===== src/pnea_pkg.sv =====
// ---------------------------------------------------------------------------
// Polygon node edge angle test: shared package
// Widths, mode codes, quadrant helper and multiplier control type.
// ---------------------------------------------------------------------------
package pnea_pkg;

  localparam int COORD_WIDTH_DEF = 32;
  localparam int OUT_TDATA_W     = 8;

  // Test selected by the tuser bit of a request.
  localparam logic MODE_CROSS    = 1'b0;
  localparam logic MODE_INTERIOR = 1'b1;

  typedef logic [1:0] quad_t;

  // Load enables of the two multiplier stages.
  typedef struct packed {
    logic load_part;
    logic load_prod;
  } mul_ctrl_t;

  // Quadrant from the sign bits of a vector, counted counter-clockwise from +x,+y.
  function automatic quad_t quad_of(input logic x_neg, input logic y_neg);
    quad_t q;
    case ({x_neg, y_neg})
      2'b00:   q = 2'd0;
      2'b10:   q = 2'd1;
      2'b11:   q = 2'd2;
      default: q = 2'd3;
    endcase
    return q;
  endfunction

endpackage


===== src/pnea_mul.sv =====
// ---------------------------------------------------------------------------
// Polygon node edge angle test: two-stage signed multiplier
// Splits both operands into halves, registers the four partial products,
// then registers their aligned sum as the exact full-width product.
// ---------------------------------------------------------------------------
module pnea_mul #(
  parameter int DW = pnea_pkg::COORD_WIDTH_DEF + 1
) (
  input  logic                   clk,
  input  pnea_pkg::mul_ctrl_t    ctrl,
  input  logic signed [DW-1:0]   a,
  input  logic signed [DW-1:0]   b,
  output logic signed [2*DW-1:0] p
);
  import pnea_pkg::*;

  localparam int H  = DW / 2;   // low half, unsigned
  localparam int HW = DW - H;   // high half, signed
  localparam int PW = 2 * DW;

  logic signed [HW-1:0]     a_hi, b_hi;
  logic signed [H:0]        a_lo, b_lo;
  logic signed [2*HW-1:0]   pp_hh;
  logic signed [HW+H:0]     pp_hl, pp_lh;
  logic        [2*H-1:0]    pp_ll;
  logic signed [PW-1:0]     sum;

  assign a_hi = a[DW-1:H];
  assign b_hi = b[DW-1:H];
  assign a_lo = {1'b0, a[H-1:0]};
  assign b_lo = {1'b0, b[H-1:0]};

  always_ff @(posedge clk) begin
    if (ctrl.load_part) begin
      pp_hh <= a_hi * b_hi;
      pp_hl <= a_hi * b_lo;
      pp_lh <= a_lo * b_hi;
      pp_ll <= a[H-1:0] * b[H-1:0];
    end
  end

  always_comb begin
    sum = (PW'(pp_hh) <<< (2 * H))
        + ((PW'(pp_hl) + PW'(pp_lh)) <<< H)
        + $signed({{(PW - 2 * H){1'b0}}, pp_ll});
  end

  always_ff @(posedge clk) begin
    if (ctrl.load_prod) begin
      p <= sum;
    end
  end

endmodule


===== config.mk =====
export PLATFORM = sky130hd
export DESIGN_NAME = pnea_mul
export DESIGN_NICKNAME = d
export VERILOG_FILES = /design/src/pnea_pkg.sv /design/src/pnea_mul.sv
export SDC_FILE = /design/constraint.sdc
export NUM_CORES = 2
export LEC_CHECK = 0
export BUFFER_PORTS_ARGS = -buffer_cell sky130_fd_sc_hd__buf_2
export CAP_MARGIN = 25
export CORE_MARGIN = 1.5
export CORE_UTILIZATION = 55
export DETAILED_ROUTE_END_ITERATION = 6
export PLACE_DENSITY = 0.72
export SLEW_MARGIN = 30
export SYNTH_ARGS = -nofsm -noshare
export SYNTH_HDL_FRONTEND = slang
export SYNTH_SLANG_ARGS = --single-unit

===== constraint.sdc =====
create_clock -name clk -period 9.4 [get_ports clk]
set_input_delay 1.41 -clock clk [delete_from_list [all_inputs] [get_ports clk]]
set_output_delay 1.41 -clock clk [all_outputs]
set_load 0.02 [all_outputs]

==> metrics.log <==
INFO  metric status = complete, but fails checks
INFO  metric failed_checks = DRC
INFO  metric antenna_found_initial = 8
INFO  metric unrepaired_setup_endpoints_after_global_routing = no
INFO  metric crit_path_top_delay_cell = buf_2
INFO  metric finalNetCount = 6736
INFO  metric critical_path.reg2reg.startpoint = pp_hl[0]$_DFFE_PP_
INFO  metric syn_area_per_cell = 9.44 um2
INFO  metric grt_pass1_wl = 202000 um
INFO  metric hold-worst-slack = 0.423 ns
INFO  metric slew_headroom = 0.324
INFO  metric postLayoutCellArea = 51500 um2
INFO  metric synth_nets = 6765
INFO  metric tightestPinTransition = 1.01 ns
INFO  metric timing.hold.worst_path_depth = 0
INFO  metric first_global_vias = 37600
INFO  metric final.min_clock_period = 7.79 ns
INFO  metric pin_count = 135
INFO  metric timing.critical_path.buf_inv = 6
INFO  metric cts.path.max_buffers = 2
INFO  metric timing.final.crit_share = 0.829
INFO  metric drive_gt1_frac = 0.0430
INFO  metric synthDominantAreaCellType = fa_1
INFO  metric timing.clock.skew = 0.0241 ns
INFO  metric rr_worst_depth = 22
INFO  metric post_synth_inst_count = 5229
INFO  metric crit_top_cell = fa_1
INFO  metric setup-violations-final = 0
INFO  metric reg2reg_to = p[65]$_DFFE_PP_
INFO  metric dpl.hpwl = 96800 um
INFO  metric hold_class = flop to flop
INFO  metric terminating_pin_of_the_worst_hold_path = p[4]$_DFFE_PP_
INFO  metric met3RoutedLength = 10200 um
INFO  metric critical-path-top-delay-family = adder cells
INFO  metric cts_root_buffer = clkbuf_16
INFO  metric met1_length = 51400 um
INFO  metric cts_tree = built
INFO  metric worstSkewPairLatency = 0.52 ns
INFO  metric maxSlewViolCount = 0
INFO  metric crit_type = input port to flop
INFO  metric detail_route.wl_per_cell = 19.6 um
INFO  metric dr.max_layer_used = met5
INFO  metric synthesis.area = 49300 um2
INFO  metric clk_pin_slew_worst_paths = 0.09 ns
INFO  metric final_core_util = 0.581
INFO  metric grt_overflow = 0
INFO  metric post-cts-setup-buffer-count = 0
INFO  metric die_width = 303 um
INFO  metric postRouteAntennaNets = 0
INFO  metric clock_tree_sinks = 200
INFO  metric htreeDepth = 4
INFO  metric number_of_synthesized_register_bits = 200
INFO  metric cts_hold_buffers = 0
INFO  metric io_buffer_count = 134
INFO  metric worst_setup_path_end_kind = flop
INFO  metric timing.reg2reg.setup_slack = 3.26 ns
INFO  metric number_of_enable_type_register_cells_in_the_synthesized_netlist = 200
INFO  metric post_cts_repair_resize_count = 0
INFO  metric startpoint_of_the_lowest_slack_hold_path = pp_ll[4]$_DFFE_PP_
INFO  metric flip_flop_cell_with_the_highest_count_after_synthesis = edfxtp_1
INFO  metric dieArea = 91500 um2
INFO  metric yosysWarningCount = 0
INFO  metric initial_utilization = 0.557
INFO  metric vias = 35300
INFO  metric max_cap_viol_count = 0
INFO  metric vias_per_cell = 5.53
INFO  metric drc_errors = 9
INFO  metric timing_hold_violations_final = 0
INFO  metric num_rows = 109
INFO  metric placement.cell_area = 50900 um2
INFO  metric total_negative_slack_for_setup_checks = 0 ns
INFO  metric synth_area_leaders = fa_1, ha_1, edfxtp_1
INFO  metric die_height = 303 um
INFO  metric cts_made_buffers = 17
INFO  metric grt_max_degree = 81
INFO  metric met2_wirelength = 58800 um
INFO  metric critical_path_arrival = 8.06 ns
INFO  metric drt-pass1-iter-count = 7
INFO  metric required_worst_endpoint = 9.67 ns
INFO  metric top_fanout_value_on_the_critical_path = 33
INFO  metric synthDistinctLibCells = 81
INFO  metric synth_seq_area_share = 0.122
INFO  metric synth_top_area_share = 0.398
INFO  metric async_flop_share = 0
INFO  metric grt_util_all_layers = 0.288
INFO  metric maxClockFrequency = 0.128 GHz
INFO  metric place_congestion = 0.906
INFO  metric core_area = 88600 um2
INFO  metric sequence_of_cells_on_the_critical_path = buf_2 > nand2_1 > fa_1 > inv_1 > fa_1 > inv_1 > fa_1 > inv_1 > fa_1 > fa_1 > inv_1 > fa_1 > inv_1 > ha_1 > nand3_1 > nor2_1 > nand2_1 > nor3_1 > nor2_1 > o32ai_1 > o21ai_0 > nand2b_1 > a21oi_1 > xor2_1
INFO  metric detail_route.wirelength = 125000 um
INFO  metric cp_slowest_stage_delay = 0.65 ns
INFO  metric area.growth.synth_to_final = 4.34%
INFO  metric drt_iter0_markers = 2363
INFO  metric cp-start-kind = input port
## how the worst max path moves through the flow
stage | startpoint | cells after the start | slack (ns) | to
after detailed placement | b[8] | 24 | 1.14 | pp_hl[33]$_DFFE_PP_
after global placement | b[2] | 24 | 1.17 | pp_hl[33]$_DFFE_PP_
after floorplan | b[18] | 22 | 2.13 | pp_lh[32]$_DFFE_PP_
final | b[8] | 24 | 1.61 | pp_hl[31]$_DFFE_PP_
after CTS | b[8] | 24 | 1.68 | pp_hl[33]$_DFFE_PP_
after global routing | b[8] | 24 | 1.24 | pp_hl[31]$_DFFE_PP_
## state kept, by name, indices dropped and copies added, names as in the netlist
name	cells
pp_lh	34
pp_hl	34
pp_hh	34
p	66
pp_ll	32
## Yosys cell counts, types with 15 or more instances
library cell	count
o21bai_1	40
nor3_1	35
o21ai_0	72
o21ai_1	15
nand4_1	17
nor2_1	130
xor2_1	53
o21a_1	32
clkbuf_1	207
and3_1	17
edfxtp_1	200
nand3_1	26
inv_1	1172
a21o_1	86
nand2b_1	36
nand2_1	626
nor2b_1	21
fa_1	980
xnor2_1	144
a21oi_1	161
and2_1	521
ha_1	487
## routing by layer
metal  global-route usage  vias to the layer above
met5                    0                        -
met4                0.106                        6
met3               0.0607                      241
met2                0.473                     1279
met1                0.377                    17900
li1                     -                    15800
## per-stage QoR
stage,setup slack (ns),std cells
final,1.61,6381
after CTS,1.68,6378
after global routing,1.24,6381
after floorplan,2.13,5229
after global placement,1.17,6346
after detailed placement,1.14,6346
## kinds of logic after synthesis
| family | after synthesis | share of synthesized area |
|---|---|---|
| compound gates | 518 | 0.0702 |
| xor+xnor | 197 | 0.0350 |
| fa+ha+maj | 1467 | 0.521 |
| buf+inv | 1383 | 0.105 |
| flops | 200 | 0.122 |
| simple gates | 1464 | 0.147 |
## layout make-up
type / count / area, um2
Inverter: 1173 / 4400
Antenna cell: 3 / 7.51
Clock buffer: 18 / 429
Multi-Input combinational cell: 3646 / 38100
Timing Repair Buffer: 162 / 890
Sequential cell: 200 / 6010
Tap cell: 1165 / 1460
Clock inverter: 14 / 150
Fill cell: 7691 / 37200
## worst register-to-register path: stages, from the launching register on
cell	delay, ns
edfxtp_1	0.38
ha_1	0.26
fa_1	0.44
a211oi_1	0.32
o21bai_1	0.22
a21oi_1	0.26
o21ai_1	0.23
a31oi_1	0.37
a31oi_1	0.27
a41oi_1	0.36
a21o_1	0.16
a31o_2	0.39
ha_1	0.37
and2_1	0.22
o2111ai_1	0.14
o211a_1	0.25
a41oi_1	0.07
a31o_2	0.24
a21o_1	0.23
a21oi_1	0.27
o21ai_0	0.11
and3_1	0.18
xor2_1	0.15
## cells in the final DEF (no fill, tap or decap), types with 40 or more instances in the layout
cell type	Yosys	layout
nor2_1	130	130
inv_1	1172	1172
a21o_1	86	86
xor2_1	53	53
buf_2	2	132
edfxtp_1	200	200
o21ai_0	72	72
ha_1	487	487
fa_1	980	980
and2_1	521	521
a21oi_1	161	161
o21bai_1	40	40
nand2_1	626	626
xnor2_1	144	144
Power is not shown: default switching activity piles up to over one toggle a cycle in this logic, so the estimate is an artifact.
